[src/hw/rtl/csvft_pkg.sv]
// Shared types and constants of the CSV field tokenizer.
package csvft_pkg;

	// Reset values of the configuration registers.
	localparam logic [7:0] SEP_RESET     = 8'd44;
	localparam logic [7:0] QUOTE_RESET   = 8'd34;
	localparam logic [7:0] COMMENT_RESET = 8'd37;

	// Newline ends a row.
	localparam logic [7:0] NEWLINE_BYTE = 8'd10;

	// Configuration register indexes.
	localparam logic [1:0] REG_SEP     = 2'd0;
	localparam logic [1:0] REG_QUOTE   = 2'd1;
	localparam logic [1:0] REG_COMMENT = 2'd2;

	// Input actions.
	localparam logic ACT_BYTE = 1'b0;
	localparam logic ACT_END  = 1'b1;

	// Result kinds.
	localparam logic [1:0] KIND_BYTE = 2'd0;
	localparam logic [1:0] KIND_EOF  = 2'd1;
	localparam logic [1:0] KIND_EOR  = 2'd2;

	// Parse modes.
	localparam logic [2:0] M_LINE   = 3'd0;
	localparam logic [2:0] M_FSTART = 3'd1;
	localparam logic [2:0] M_UNQ    = 3'd2;
	localparam logic [2:0] M_QUO    = 3'd3;
	localparam logic [2:0] M_QSEEN  = 3'd4;
	localparam logic [2:0] M_COMM   = 3'd5;

	// Result queue depth; a power of two, at least two.
	localparam int RQ_DEPTH = 4;

	typedef struct packed {
		logic       action;
		logic [7:0] in_byte;
	} in_item_t;

	typedef struct packed {
		logic [1:0] kind;
		logic [7:0] out_byte;
		logic       last;
	} out_item_t;

endpackage

[src/hw/rtl/csv_field_tokenizer.sv]
// Top level of the CSV field tokenizer: input register, parser and result queue.
//
// The tokenizer takes one text byte (or an end-of-input mark) per cycle while the
// result queue has room, and emits field bytes, end-of-field and end-of-row
// markers, at most two per input item, the last one flagged with last. An accepted
// item sits in one input register and its results enter a four-entry result queue
// at the clock edge on which it leaves that register, which waits for room in the
// queue; results are offered from the queue head. Input is taken every cycle while
// the queue has room for two results; the result side delivers one result per cycle
// while result_ready is high, so items that cause two results drain slower than they
// arrive and the queue depth sets how long input keeps flowing in that case.
// Configuration writes take effect at once and are meant for idle periods.
module csv_field_tokenizer (
	input  logic                 clk,
	input  logic                 arst_n,
	input  logic                 item_valid,
	output logic                 item_ready,
	input  csvft_pkg::in_item_t  item,
	output logic                 result_valid,
	input  logic                 result_ready,
	output csvft_pkg::out_item_t result,
	input  logic                 cfg_we,
	input  logic [1:0]           cfg_index,
	input  logic [7:0]           cfg_data
);
	import csvft_pkg::*;

	localparam int PTR_W = $clog2(RQ_DEPTH);
	localparam int CNT_W = $clog2(RQ_DEPTH + 1);
	localparam logic [CNT_W-1:0] ROOM_LIMIT = CNT_W'(RQ_DEPTH - 2);
	localparam logic [CNT_W-1:0] FULL_COUNT = CNT_W'(RQ_DEPTH);

	logic [7:0] sep_q;
	logic [7:0] quote_q;
	logic [7:0] comment_q;
	logic [2:0] mode_q;
	logic [2:0] mode_nx;

	logic     valid_s1;
	in_item_t item_s1;
	logic     adv_s1;

	out_item_t             rq_q [RQ_DEPTH];
	logic [PTR_W-1:0]      wr_ptr_q;
	logic [PTR_W-1:0]      rd_ptr_q;
	logic [PTR_W-1:0]      wr_ptr_nx1;
	logic [CNT_W-1:0]      count_q;
	logic                  pop;

	out_item_t  res0;
	out_item_t  res1;
	logic [1:0] n_res;

	// Configuration registers.
	always_ff @(posedge clk or negedge arst_n) begin
		if (!arst_n) begin
			sep_q     <= SEP_RESET;
			quote_q   <= QUOTE_RESET;
			comment_q <= COMMENT_RESET;
		end else if (cfg_we) begin
			unique case (cfg_index)
				REG_SEP:     sep_q     <= cfg_data;
				REG_QUOTE:   quote_q   <= cfg_data;
				REG_COMMENT: comment_q <= cfg_data;
				default:     ;
			endcase
		end
	end

	// The input register moves on when the queue can hold two more results.
	assign adv_s1     = valid_s1 && (count_q <= ROOM_LIMIT);
	assign item_ready = !valid_s1 || adv_s1;

	always_ff @(posedge clk or negedge arst_n) begin
		if (!arst_n) begin
			valid_s1 <= 1'b0;
		end else if (item_ready) begin
			valid_s1 <= item_valid;
		end
	end

	always_ff @(posedge clk) begin
		if (item_ready && item_valid) begin
			item_s1 <= item;
		end
	end

	// Parser: results and next mode for the item in the input register.
	always_comb begin
		logic [7:0] b;
		logic       in_field;
		b        = item_s1.in_byte;
		in_field = (mode_q == M_UNQ) || (mode_q == M_QUO) || (mode_q == M_QSEEN);
		res0     = '{kind: KIND_EOF, out_byte: 8'd0, last: 1'b0};
		res1     = '{kind: KIND_EOR, out_byte: 8'd0, last: 1'b1};
		n_res    = 2'd0;
		mode_nx  = mode_q;
		if (item_s1.action == ACT_END || b == NEWLINE_BYTE) begin
			// Row end: close an open field, then the row.
			mode_nx = M_LINE;
			if (in_field) begin
				n_res = 2'd2;
			end else if (item_s1.action == ACT_BYTE || mode_q != M_LINE) begin
				n_res = 2'd1;
				res0  = '{kind: KIND_EOR, out_byte: 8'd0, last: 1'b1};
			end
			if (mode_q > M_COMM && item_s1.action == ACT_END) begin
				// Unused codes act as line start.
				n_res = 2'd0;
			end
		end else begin
			unique case (mode_q)
				M_UNQ: begin
					n_res = 2'd1;
					if (b == sep_q) begin
						res0    = '{kind: KIND_EOF, out_byte: 8'd0, last: 1'b1};
						mode_nx = M_FSTART;
					end else begin
						res0 = '{kind: KIND_BYTE, out_byte: b, last: 1'b1};
					end
				end
				M_QUO: begin
					if (b == quote_q) begin
						mode_nx = M_QSEEN;
					end else begin
						n_res = 2'd1;
						res0  = '{kind: KIND_BYTE, out_byte: b, last: 1'b1};
					end
				end
				M_QSEEN: begin
					if (b == quote_q) begin
						// Doubled quote stands for one literal quote.
						n_res   = 2'd1;
						res0    = '{kind: KIND_BYTE, out_byte: b, last: 1'b1};
						mode_nx = M_QUO;
					end else if (b == sep_q) begin
						n_res   = 2'd1;
						res0    = '{kind: KIND_EOF, out_byte: 8'd0, last: 1'b1};
						mode_nx = M_FSTART;
					end else begin
						// A stray byte closes the field and opens a new one.
						n_res   = 2'd2;
						res1    = '{kind: KIND_BYTE, out_byte: b, last: 1'b1};
						mode_nx = M_UNQ;
					end
				end
				M_COMM: begin
					mode_nx = M_COMM;
				end
				default: begin
					// Line start, field start and unused codes.
					if (mode_q != M_FSTART && b == comment_q) begin
						mode_nx = M_COMM;
					end else if (b == quote_q) begin
						mode_nx = M_QUO;
					end else if (b == sep_q) begin
						n_res   = 2'd1;
						res0    = '{kind: KIND_EOF, out_byte: 8'd0, last: 1'b1};
						mode_nx = M_FSTART;
					end else begin
						n_res   = 2'd1;
						res0    = '{kind: KIND_BYTE, out_byte: b, last: 1'b1};
						mode_nx = M_UNQ;
					end
				end
			endcase
		end
	end

	// Parse mode advances with each item that leaves the input register.
	always_ff @(posedge clk or negedge arst_n) begin
		if (!arst_n) begin
			mode_q <= M_LINE;
		end else if (adv_s1) begin
			mode_q <= mode_nx;
		end
	end

	// Result queue: up to two writes per cycle, one read at the head.
	assign pop          = result_valid && result_ready;
	assign result_valid = (count_q != '0);
	assign result       = rq_q[rd_ptr_q];
	assign wr_ptr_nx1   = wr_ptr_q + PTR_W'(1);

	always_ff @(posedge clk) begin
		if (adv_s1 && n_res != 2'd0) begin
			rq_q[wr_ptr_q] <= res0;
		end
		if (adv_s1 && n_res == 2'd2) begin
			rq_q[wr_ptr_nx1] <= res1;
		end
	end

	always_ff @(posedge clk or negedge arst_n) begin
		if (!arst_n) begin
			wr_ptr_q <= '0;
			rd_ptr_q <= '0;
			count_q  <= '0;
		end else begin
			if (adv_s1) begin
				wr_ptr_q <= wr_ptr_q + PTR_W'(n_res);
			end
			if (pop) begin
				rd_ptr_q <= rd_ptr_q + PTR_W'(1);
			end
			count_q <= count_q + (adv_s1 ? CNT_W'(n_res) : '0) - CNT_W'(pop);
		end
	end

	// The queue never overfills.
	assert property (@(posedge clk) disable iff (!arst_n) count_q <= FULL_COUNT)
		else $error("result queue overflow");

	// End of input always returns the parser to line start.
	assert property (@(posedge clk) disable iff (!arst_n)
		adv_s1 && item_s1.action == ACT_END |=> mode_q == M_LINE)
		else $error("end of input left a pending mode");

	// Markers carry a zero byte.
	assert property (@(posedge clk) disable iff (!arst_n)
		result_valid && result.kind != KIND_BYTE |-> result.out_byte == 8'd0)
		else $error("marker with nonzero byte");

	// Only defined result kinds leave the block.
	assert property (@(posedge clk) disable iff (!arst_n)
		result_valid |-> result.kind != 2'd3)
		else $error("undefined result kind");

	// A pair of results has exactly one last flag, on the second.
	assert property (@(posedge clk) disable iff (!arst_n)
		adv_s1 && n_res == 2'd2 |-> !res0.last && res1.last)
		else $error("bad last flag on a result pair");

endmodule
[config.mk]
export PLATFORM = sky130hd
export DESIGN_NAME = csv_field_tokenizer
export DESIGN_NICKNAME = d
export VERILOG_FILES = /design/src/hw/rtl/csvft_pkg.sv /design/src/hw/rtl/csv_field_tokenizer.sv
export SDC_FILE = /design/constraint.sdc
export NUM_CORES = 1
export LEC_CHECK = 0
export ABC_CLOCK_PERIOD_IN_PS = 3300
export BUFFER_PORTS_ARGS = -buffer_cell sky130_fd_sc_hd__buf_4
export CORE_MARGIN = 5
export CORE_UTILIZATION = 45
export CTS_CLUSTER_SIZE = 14
export DETAILED_ROUTE_END_ITERATION = 7
export GPL_TIMING_DRIVEN = 1
export SYNTH_ARGS = -nofsm -noshare
export SYNTH_HDL_FRONTEND = slang
export SYNTH_SLANG_ARGS = --single-unit
[constraint.sdc]
create_clock -name clk -period 3.3 [get_ports clk]
set_input_delay 0.66 -clock clk [delete_from_list [all_inputs] [get_ports clk]]
set_output_delay 0.66 -clock clk [all_outputs]
set_load 0.05 [all_outputs]
# ---- Yosys cells after proc, flatten, opt, wreduce, memory -nomap -nowiden
# Memories as Yosys holds them, arrays and structs flattened.
# Index checks and enable logic that the tools add are counted.
dict set report op_classes {
  n_addsub 5
  magnitude_cmp 2
  eq_ne 14
  muxes 35
  bitwise 1
  n_reduce_logical 21
}
# operator count
set ops {}
lappend ops {{11-bit 2-to-1 mux} 9}
lappend ops {{11-bit case mux with 4 select lines} 1}
lappend ops {{10-bit 2-to-1 mux} 3}
lappend ops {{8-bit equality test} 3}
lappend ops {{2-bit 2-to-1 mux} 8}
lappend ops {{3-bit 2-to-1 mux} 5}
lappend ops {{3-bit case mux with 4 select lines} 1}
lappend ops {{3-bit by 1-bit inequality test with 1-bit output (second input constant)} 3}
lappend ops {{8-bit by 4-bit equality test with 1-bit output (second input constant)} 1}
lappend ops {{2-bit case mux with 4 select lines} 1}
lappend ops {{1-bit logical AND} 7}
lappend ops {{1-bit 2-to-1 mux} 7}
lappend ops {{3-bit by 2-bit equality test with 1-bit output (second input constant)} 2}
lappend ops {{3-bit equality test (second input constant)} 2}
lappend ops {{2-bit AND reduction} 3}
lappend ops {{3-bit nonzero test} 2}
lappend ops {{1-bit logical OR} 5}
lappend ops {{2-bit by 1-bit adder with 2-bit output (second input constant)} 2}
lappend ops {{2-bit equality test (second input constant)} 2}
lappend ops {{3-bit by 2-bit adder with 3-bit output} 1}
lappend ops {{3-bit greater-than comparator (second input constant)} 1}
lappend ops {{3-bit by 2-bit <= comparator with 1-bit output (second input constant)} 1}
lappend ops {{3-bit AND reduction} 1}
lappend ops {{3-bit by 1-bit subtractor with 3-bit output} 1}
lappend ops {{other kinds (6)} 6}
dict set report totals {
  ff_bits 44
  mem_bits_rw 44
  in_bits 24
  output_inout_bits 13
  elab_cells 89
  mem_count 1
}
# memory depth width read_ports rd_clocked_by_memory_dff wr line
set memory_table {}
lappend memory_table {rq_q 4 11 1 0 2 csv_field_tokenizer.sv:43} ;# out_item_t rq_q [RQ_DEPTH];

# ---- Logic depth before layout (Yosys ltp)
# Gate-level depths: netlist (run 1).
dict set report depth {
  word_depth 10
  depth_mapped 14
  mapped_depth_nobuf 13
}

# ---- Least setup slack after synthesis (run 1)
# No wires, ideal clock.
dict set report synth_path {
  kind {reg-to-reg}
  start {reg item_s1[3] (netlist name)}
  end {reg count_q[2]}
  setup_ns 0.080
  arrival_time_ns 2.981
  required_ns 3.220
  path_slack_ns 0.239
  stages_incl_launch_ff 13
  path_buffers 1
  period_less_slack_ns 3.061
  cell_sequence {edfxtp_1 > buf_2 > nor4bb_1 > a21o_1 > o41ai_4 > o21bai_1 > nand2_1 > ha_1 > inv_1 > ha_1 > fa_1 > xnor2_1 > xnor2_1}
}
dict set report synth_via {
  elab_chain_len 8
  word_cells_on_any_way 15
  classes_between {add/sub (2); eq/ne (4); mux (7); reduce/logical (2)}
}
# item line
set synth_rtl {}
lappend synth_rtl {{start, declared} csv_field_tokenizer.sv:40} ;# in_item_t item_s1;
lappend synth_rtl {{start signal, assigned} csv_field_tokenizer.sv:84} ;# item_s1 <= item;
lappend synth_rtl {{8-bit equality test, on equally long branches} n/a}
lappend synth_rtl {{1-bit 2-to-1 mux, or another cell as far along} csv_field_tokenizer.sv:123} ;# if (b == quote_q) begin
lappend synth_rtl {{2-bit 2-to-1 mux, on equally long branches} {csv_field_tokenizer.sv:152, csv_field_tokenizer.sv:131}}
lappend synth_rtl {{2-bit case mux with 4 select lines} csv_field_tokenizer.sv:112} ;# unique case (mode_q)
lappend synth_rtl {{2-bit 2-to-1 mux *} csv_field_tokenizer.sv:98} ;# if (item_s1.action == ACT_END || b == NEWLINE_BYTE) begin
lappend synth_rtl {{2-bit 2-to-1 mux *} csv_field_tokenizer.sv:206} ;# count_q <= count_q + (adv_s1 ? CNT_W'(n_res) : '0) - CNT_W'(pop);
lappend synth_rtl {{3-bit by 2-bit adder with 3-bit output *} csv_field_tokenizer.sv:206}
lappend synth_rtl {{3-bit by 1-bit subtractor with 3-bit output *} csv_field_tokenizer.sv:206}
lappend synth_rtl {{end signal, assigned} csv_field_tokenizer.sv:206}
lappend synth_rtl {{end, declared} csv_field_tokenizer.sv:47} ;# logic [CNT_W-1:0] count_q;
# Mark *: on every way between the ends. The rest lies on a longest branch, timed or not.
# A chain may end at the register's enable or synchronous reset.

# ---- Worst setup path in the final report (run 1)
dict set report layout_path {
  start {reg item_s1[7] (netlist name)}
  end {reg count_q[2]}
}
# Same word-level chain as after synthesis.

==> qor.yml, run 1 <==
run:
  maxCapViolCount: 0
timing:
  slew_viol_final: 0
  worst_slack_ns: 0.145
  fmax_mhz: 317
  period_needed_ns: 3.15
  skew_ns: 0.0107
  relSlewSlack_pct: 52.4
  setup_viol: 0
  tightestPinTransition_ns: 0.714
  fin_crit_sh_pct: 95.6
  finalHoldViolCount: 0
setup_path:
  crit_buf_inv: 3
  crit_family: "adder cells"
  cp_num_cells: 14
  worstPathRequired_ns: 3.58
  crit_arrival_ns: 3.44
  critPathCaptureType: "register"
  crit_path_start: "item_s1[7]$_DFFE_PP_"
  cp-endpoint: "count_q[2]$_DFF_PN0_"
  rr_startpoint: "item_s1[7]$_DFFE_PP_"
  r2r_setup_slack_ns: 0.15
  start_kind: "register"
  cpMaxStageDelayCell: "edfxtp_1"
  r2r_cells: 14
  crit_chain: "buf_4 > xor2_1 > nor4_2 > buf_4 > and2_4 > o41ai_4 > o21bai_2 > nand2_1 > ha_1 > inv_1 > ha_1 > fa_1 > xnor2_2 > xnor2_1"
  cp_slowest_stage_delay_ns: 0.46
  path_class: "register to register"
  reg2reg_to: "count_q[2]$_DFF_PN0_"
  critical_path.max_fanout: 5
final_layout:
  layout.nets: 442
  antenna_cells: 0
  num-fill-cells: 839
  drive_gt1_share_pct: 36.1
  areaGrowthSynthToFinish_pct: 16.4
  instances_no_fill: 551
detailed_routing:
  drt-initial-drc-count: 152
  antenna_left: 0
  route.vias.total: 2921
  drc: 0
  wl_per_cell_um: 17.6
  avgViaCountPerCell: 5.30
  firstDrtPassIters: 4
  wl_mm: 9.72
clock_tree:
  postCtsHoldBufs: 0
  htreeDepth: 3
  cts_root_buf: "clkbuf_8"
  cts_tree: "done"
  cts_buffers: 9
  clock_path_buffers: 2
  cts_sinks: 88
  insertion_delay_ns: 0.36
  cts.clk_slew.worst_paths_ns: 0.09
yosys:
  yosys.area_share.simple_pct: 13.3
  syn_nets: 384
  synth_xor_area_share_pct: 5.74
  synth.avg_cell_area_sq_um: 12.9
  synth-edff-count: 45
  synth_cells: 355
  yosysMostFrequentCell: "edfxtp_1"
  yosysTopAreaCell: "edfxtp_1"
  ys.flop_type: "edfxtp_1"
  synth_cell_types: 68
  async_flop_share_pct: 39.8
  ys_ff_latch: 88
  synthMuxAreaShare_pct: 11.3
  synth.area.top_cells: "edfxtp_1 30%, dfrtp_1 15%, mux2_2 5.9%, mux4_2 5.4%, and2_1 4.9%"
  netlist.area_leader.share_pct: 29.5
  synth_compound_area_share_pct: 12.6
  syn_area_sq_um: 4580
  synth_top_family_by_area: "simple AND/OR/NAND/NOR gates"
  yosys_warnings: 0
  ys_top_cells_by_count: "45 x edfxtp_1, 36 x and2_1, 27 x dfrtp_1"
  ys_seq_area_share_pct: 52.4
  yosys.area_share.adder_pct: 1.78
pwr:
  cellLeakagePower_nw: 2.05
  peakVddDrop_uv: 325
  powerDensity_nw_per_um2: 867
floorplan:
  ioPinCount: 37
  fp.dieW_um: 111
  coreArea_sq_um: 9860
  die_area_sq_um: 12300
  rows: 36
  start_util_pct: 46.4
  die_h_um: 111
grt:
  grt_max_degree: 36
  grt_overflow: 0
  grt_antenna_before_repair: 0
  grt.total_usage_pct: 16.3
  grt_pass1_wl_mm: 15.9
  first_global_vias: 2954
place:
  place_hpwl_mm: 6.98
  preCtsSetupSlack_ns: 0.143
  port_buffers: 36
  dpl.cell_count: 522
  gp_routability_congestion: 0.828
min_path:
  hp-class: "primary input to async pin"
status:
  status: "finished clean"
## worst min-delay path by stage
stage / endpoint / slack, ns / depth (start not counted)
finish: valid_s1$_DFFE_PN0N_ / 0.24 / 1
global route: quote_q[3]$_DFFE_PN0P_ / 0.28 / 1
CTS: valid_s1$_DFFE_PN0N_ / 0.26 / 1
detailed placement: rq_q[3][0]$_SDFFE_PP1N_ / 0.45 / 1
global placement: rq_q[3][0]$_SDFFE_PP1N_ / 0.45 / 1
floorplan: comment_q[1]$_DFFE_PN0P_ / 0.36 / 0
## layer usage
layer / up-vias / routed length, um / GRT usage (%)
met5: - / 0 / 0
met3: 10 / 353 / 2.67
li1: 1420 / - / -
met2: 64 / 4700 / 26.1
met4: 0 / 134 / 5.42
met1: 1427 / 4540 / 22.6
## stage by stage
step	util [%]	TNS, ns	total power (W)	instance area [sq um]	hold WS, ns
final	54.0	0	0.00462	5330	0.245
after floorplan	-	0	0.00330	4580	0.364
after detailed placement	50.9	0	0.00387	5020	0.452
after CTS	52.8	0	0.00457	5200	0.256
after global placement	50.9	0	0.00385	5020	0.451
after global routing	54.0	-0.0195	0.00491	5330	0.279
## layout by cell type, fill, tap and decap left out, drive strengths merged, types with 3 or more instances in the layout
cell type / Yosys / routed
a21oi: 9 / 9
a22o: 3 / 3
a31oi: 5 / 5
and2: 37 / 37
buf: 12 / 62
clkbuf: 3 / 11
dfrtp: 27 / 27
dfstp: 8 / 8
dfxtp: 8 / 8
edfxtp: 45 / 45
ha: 4 / 4
inv: 12 / 14
mux2: 24 / 24
mux4: 11 / 11
nand2: 21 / 21
nand2b: 4 / 4
nand3: 3 / 3
nor2: 19 / 19
nor4: 6 / 6
o21a: 3 / 3
o21ai: 15 / 15
o22ai: 5 / 5
o32ai: 3 / 3
or3: 3 / 3
xnor2: 12 / 12
xor2: 18 / 18
## registers in the layout, indices dropped and copies added, names as in the netlist
name,count
sep_q,8
count_q,3
valid_s1,1
mode_q,3
rd_ptr_q,2
quote_q,8
rq_q,44
item_s1,9
comment_q,8
wr_ptr_q,2
## logic make-up (layout without fill, tap and decap cells)
| kind of cell | Yosys count | in the layout |
|---|---|---|
| fa+ha+maj | 6 | 6 |
| mux | 35 | 35 |
| flops | 88 | 88 |
| simple gates | 107 | 107 |
| buf+inv | 27 | 90 |
| compound gates | 62 | 62 |
| xor+xnor | 30 | 30 |
## area by class of cell
class / instances / area (sq um) / share of cell area (%)
Sequential cell: 88 / 2400 / 45.0
Multi-Input combinational cell: 240 / 2070 / 38.9
Timing Repair Buffer: 62 / 465 / 8.74
Tap cell: 133 / 166 / 3.12
Clock buffer: 11 / 141 / 2.65
Inverter: 12 / 45.0 / 0.845
Clock inverter: 5 / 38.8 / 0.728
## worst register-to-register path, stage by stage, from the launching register on
cell,delay [ns]
edfxtp_1,0.46
buf_4,0.18
xor2_1,0.17
nor4_2,0.07
buf_4,0.14
and2_4,0.18
o41ai_4,0.33
o21bai_2,0.18
nand2_1,0.07
ha_1,0.27
inv_1,0.04
ha_1,0.19
fa_1,0.43
xnor2_2,0.21
xnor2_1,0.15
## where the power goes
part / internal (W) / switching (W)
combinational: 0.000877 / 0.00129
sequential: 0.00151 / 0.000237
clock: 0.000300 / 0.000400
## repair_timing
action                                  CTS  global route
gates resized for setup                   0             5
buffers inserted                          0            13
endpoints found under the setup margin    0             1
Note: power is estimated with default switching activity, not from simulation.
==> run 2: changes to the inputs <==
Settings changed: CORE_UTILIZATION 45 to 30.
==> run 2 against run 1 <==
Effect of this change: worst hold slack improved by 0.039 ns; flip-flop and latch count unchanged; fmax rose by 2.9%; clock power is 49% higher; critical path type unchanged; largest cell class unchanged.
==> qor.yml, run 2 (synthesis gave the netlist of run 1 again) <==
status:
  status: "finished clean"
clock_tree:
  cts.clk_slew.worst_paths_ns: 0.07
  cts_buffers: 9
  cts_sinks: 88
  postCtsHoldBufs: 0
  cts_tree: "done"
  insertion_delay_ns: 0.34
  cts_root_buf: "clkbuf_16"
  clock_path_buffers: 2
  htreeDepth: 3
min_path:
  hp-class: "primary input to async pin"
final_layout:
  top_register: "rq_q"
  finalInstanceArea_sq_um: 5410
  largestRegisters: "rq_q (44), item_s1 (9)"
  areaGrowthSynthToFinish_pct: 18.1
  final_common_cell: "buf_4"
  antenna_cells: 0
  drive_gt1_share_pct: 33.5
  finish.utilization_pct: 35.8
  largest_register_ffs: 44
  num-fill-cells: 1461
  layout_common_cells: "50 x buf_4, 45 x edfxtp_1, 36 x and2_1, 27 x dfrtp_1, 24 x mux2_2"
  layout.nets: 430
setup_path:
  reg2reg_to: "count_q[2]$_DFF_PN0_"
  r2r_cells: 13
  crit_path_start: "item_s1[1]$_DFFE_PP_"
  critical_path.max_fanout: 8
  rr_startpoint: "item_s1[1]$_DFFE_PP_"
  critPathCaptureType: "register"
  r2r_setup_slack_ns: 0.23
  worstPathRequired_ns: 3.55
  crit_arrival_ns: 3.32
  start_kind: "register"
  path_class: "register to register"
floorplan:
  coreArea_sq_um: 15100
  start_util_pct: 30.3
  die_h_um: 134
  fp.dieW_um: 134
  ioPinCount: 37
  die_area_sq_um: 17800
  rows: 45
grt:
  grt_pass1_wl_mm: 16.4
  grt_max_degree: 36
  grt.total_usage_pct: 11.7
  grt_antenna_before_repair: 0
  first_global_vias: 3063
  grt_overflow: 0
detailed_routing:
  wl_mm: 9.84
  avgViaCountPerCell: 4.83
  route.vias.total: 2867
  firstDrtPassIters: 4
  wirelength_met1_mm: 4.77
  antenna_left: 0
  top_layer_used: "met4"
  drt-initial-drc-count: 180
  drc: 0
  wl_per_cell_um: 16.6
  wl_met3_um: 359
  route.met2.wl_mm: 4.55
timing:
  fmax_mhz: 326
  tightestPinTransition_ns: 0.739
  setup_viol: 0
  rsz0062_at_grt: "no"
  skew_ns: 0.0121
  slew_viol_final: 0
  worst_slack_ns: 0.234
  finalHoldViolCount: 0
  setup_tns_ns: 0
  period_needed_ns: 3.07
  fin_crit_sh_pct: 92.9
  relSlewSlack_pct: 50.8
pwr:
  peakVddDrop_uv: 214
  power_w: 0.00487
  cellLeakagePower_nw: 2.04
  powerDensity_nw_per_um2: 902
place:
  dpl_cell_area_sq_um: 5090
  place_hpwl_mm: 7.19
  preCtsSetupSlack_ns: 0.137
  gp_routability_congestion: 0.820
  port_buffers: 36
run:
  maxCapViolCount: 0
run 2: cell types whose count changed in the layout (fill, tap and decap cells not counted), moves of 2 or more:
cell / delta
nor4_2: -2
clkbuf_16: +9
clkbuf_8: -9
inv_4: +2
buf_4: -12
nor4_1: +2
run 2: worst max path at each step:
stage	endpoint	slack, ns	cells past startpoint
finish	count_q[2]$_DFF_PN0_	0.23	13
global route	count_q[2]$_DFF_PN0_	0.006	13
CTS	count_q[2]$_DFF_PN0_	0.12	12
detailed placement	count_q[2]$_DFF_PN0_	0.14	12
global placement	count_q[2]$_DFF_PN0_	0.24	14
floorplan	count_q[2]$_DFF_PN0_	0.24	12
run 2: power by group:
part	switching, W	leakage (nW)	internal, W	total (W)
sequential	0.000281	0.888	0.00151	0.00179
combinational	0.00122	1.00	0.000822	0.00204
clock	0.000432	0.154	0.000611	0.00104
run 2: layout make-up:
| class | count | area (sq um) | share of cell area [%] |
|---|---|---|---|
| multi-input cells | 240 | 2050 | 37.9 |
| repair buffers | 50 | 375 | 6.94 |
| inverters | 12 | 45.0 | 0.833 |
| clock inverters | 6 | 65.1 | 1.20 |
| flip-flops and latches | 88 | 2400 | 44.3 |
| clock buffers | 10 | 239 | 4.42 |
| well taps | 188 | 235 | 4.35 |
run 2: critical path, cell delays in order, from the launching register on:
cell,delay (ns)
edfxtp_1,0.54
xor2_1,0.22
nor4_1,0.33
buf_4,0.19
nand2_1,0.07
buf_4,0.16
a31oi_2,0.21
nor2_2,0.11
inv_2,0.17
ha_1,0.15
inv_1,0.05
fa_1,0.43
xnor2_1,0.19
xnor2_1,0.15
run 2: stage by stage:
| step | hold slack [ns] | instances |
|---|---|---|
| 3_5_place_dp | 0.456 | 576 |
| 6_report | 0.284 | 594 |
| 4_1_cts | 0.291 | 592 |
| 5_1_grt | 0.321 | 594 |
| 2_1_floorplan | 0.364 | 355 |
| 3_3_place_gp | 0.449 | 576 |
run 2: per-layer routing:
layer  track usage, %  vias up
li1                 -     1398
met4             4.34        0
met3             2.53       13
met1             16.2     1399
met5                0        -
met2             18.2       57
run 2: repair_timing:
action | in CTS | in global routing
setup endpoints to repair | 0 | 1
resized for setup | 0 | 1
setup buffers | 0 | 2
==> run 3: changes to the inputs <==
Settings changed: PLACE_DENSITY_LB_ADDON set to 0.1.
==> run 3 against run 2 <==
Effect of this change: via count grew 0.45%; largest cell class unchanged; non-clock buffer count up 4; critical path depth is 1 higher; final cell count up 0.84%; global-route usage rose by 0.77 points; power rose by 0.66%; clock power about the same; utilization rose by 0.18 points; highest routed layer unchanged; critical endpoint unchanged; worst hold slack got worse by 0.0067 ns; first-iteration DRC count decreased by 8.3%; count of clock-buffer cells in the layout decreased by 1; design area rose by 0.51%.
==> qor.yml, run 3 (synthesis gave the netlist of run 1 again) <==
setup_path:
  timing.critical_path.mode_cell: "nand2_1"
  crit_arrival_ns: 3.37
  critical_path.max_fanout: 9
  critPathCaptureType: "register"
  worstPathRequired_ns: 3.57
  start_kind: "register"
  path_class: "register to register"
  cp_slowest_stage_delay_ns: 0.55
  cpMaxStageDelayCell: "edfxtp_1"
  crit_chain: "xor2_1 > nor4_1 > buf_4 > nand2_1 > nand2_1 > a2bb2oi_1 > o21bai_1 > nand2_1 > ha_1 > inv_1 > ha_1 > fa_1 > xnor2_1 > xnor2_1"
clock_tree:
  insertion_delay_ns: 0.35
  cts_buffers: 9
  cts_tree: "done"
  cts_sinks: 88
  htreeDepth: 3
  postCtsHoldBufs: 0
  clock_path_buffers: 2
  cts_root_buf: "clkbuf_16"
  cts.clk_slew.worst_paths_ns: 0.07
floorplan:
  start_util_pct: 30.3
  die_area_sq_um: 17800
  fp.dieW_um: 134
  die_h_um: 134
  rows: 45
  coreArea_sq_um: 15100
  ioPinCount: 37
final_layout:
  largestRegisters: "rq_q (44), item_s1 (9)"
  areaGrowthSynthToFinish_pct: 18.7
  layout.nets: 434
  largest_register_ffs: 44
  final_common_cell: "buf_4"
  num-fill-cells: 1492
  layout_common_cells: "54 x buf_4, 45 x edfxtp_1, 36 x and2_1, 27 x dfrtp_1, 24 x mux2_2"
  top_register: "rq_q"
  drive_gt1_share_pct: 33.7
timing:
  skew_ns: 0.00685
  period_needed_ns: 3.10
  finalHoldViolCount: 0
  rsz0062_at_grt: "no"
  setup_viol: 0
  fin_crit_sh_pct: 94.0
  fmax_mhz: 322
  setup_tns_ns: 0
  slew_viol_final: 0
  relSlewSlack_pct: 49.5
  tightestPinTransition_ns: 0.752
detailed_routing:
  firstDrtPassIters: 4
  avgViaCountPerCell: 4.81
  route.vias.total: 2880
  wl_per_cell_um: 17.6
  antenna_left: 0
  drt-initial-drc-count: 165
  drc: 0
  wl_mm: 10.5
status:
  status: "finished clean"
pwr:
  powerDensity_nw_per_um2: 903
  cellLeakagePower_nw: 2.06
  power_w: 0.00491
  peakVddDrop_uv: 247
grt:
  grt_antenna_before_repair: 0
  grt_max_degree: 36
  first_global_vias: 2985
  grt_overflow: 0
  grt.total_usage_pct: 12.5
  grt_pass1_wl_mm: 16.9
min_path:
  hp-class: "primary input to async pin"
place:
  gp_routability_congestion: 0.799
  port_buffers: 36
  place_hpwl_mm: 7.48
run:
  maxCapViolCount: 0
-- run 3: changes by cell type in the layout (fill, tap and decap cells not counted), sizes merged --
cell,before,now
diode,0,1
inv,15,14
clkinv,2,4
buf,50,54
clkbuf,10,9
-- run 3: timing repair --
action	in CTS	in global routing
setup buffers	0	4
endpoints found under the setup margin	0	1
hold endpoints to repair	0	0
resized for setup	0	1
-- run 3: layout make-up --
cell class,instances,area [sq um],area share (%)
tap,188,235,4.33
clock inverter,7,68.8,1.27
antenna,1,2.50,0.0461
sequential,88,2400,44.1
timing repair buffer,54,405,7.46
clock buffer,9,225,4.14
multi-input combinational,240,2050,37.8
inverter,12,45.0,0.829
-- run 3: where the power goes --
part           switching [W]  total [W]  leakage [nW]  internal, W
clock               0.000439    0.00103         0.145     0.000587
sequential          0.000244    0.00176         0.888      0.00151
combinational        0.00129    0.00212          1.02     0.000836
-- run 3: worst max-delay path, delay by kind of cell (launching register included) --
| kind | cells | cell delay (ns) |
|---|---|---|
| adders and majority gates | 3 | 0.83 |
| and+or+nand+nor | 4 | 0.59 |
| xor gates and xnor gates | 3 | 0.56 |
| DFF | 1 | 0.55 |
| AOI/OAI and AO/OA | 2 | 0.25 |
| buffers and inverters | 2 | 0.24 |
-- run 3: routing by layer --
| layer | up-vias | track usage (%) | routed length [um] |
|---|---|---|---|
| li1 | 1403 | - | - |
| met1 | 1426 | 16.7 | 5110 |
| met2 | 38 | 19.4 | 4890 |
| met3 | 13 | 2.98 | 325 |
| met4 | 0 | 5.31 | 208 |
| met5 | - | 0 | 0 |
-- run 3: path summary, 6_finish.rpt --
path                                          from                       to  slack (ns)  cells after the start
hold reg to reg            rq_q[0][9]$_SDFFE_PP0N_  rq_q[0][9]$_SDFFE_PP0N_        0.49                      1
setup reg to reg              item_s1[1]$_DFFE_PP_     count_q[2]$_DFF_PN0_        0.20                     14
hold / removal                              arst_n    mode_q[1]$_DFFE_PN0P_        0.28                      1
max in group asynchronous                   arst_n     sep_q[2]$_DFFE_PN1P_        2.66                      1
setup / recovery              item_s1[1]$_DFFE_PP_     count_q[2]$_DFF_PN0_        0.20                     14
min in group clk                           item[0]     item_s1[0]$_DFFE_PP_        0.48                      1
-- run 3: per-stage QoR --
stage          instance area, sq um  setup slack, ns  util (%)  hold WS, ns  cells
2_1_floorplan                  4580            0.239         -        0.364    355
3_5_place_dp                   5100           0.0934      33.8        0.473    578
3_3_place_gp                   5100            0.143      33.8        0.469    578
4_1_cts                        5400           0.0695      35.8        0.281    594
6_report                       5430            0.199      36.0        0.277    599
5_1_grt                        5430           0.0133      36.0        0.304    598
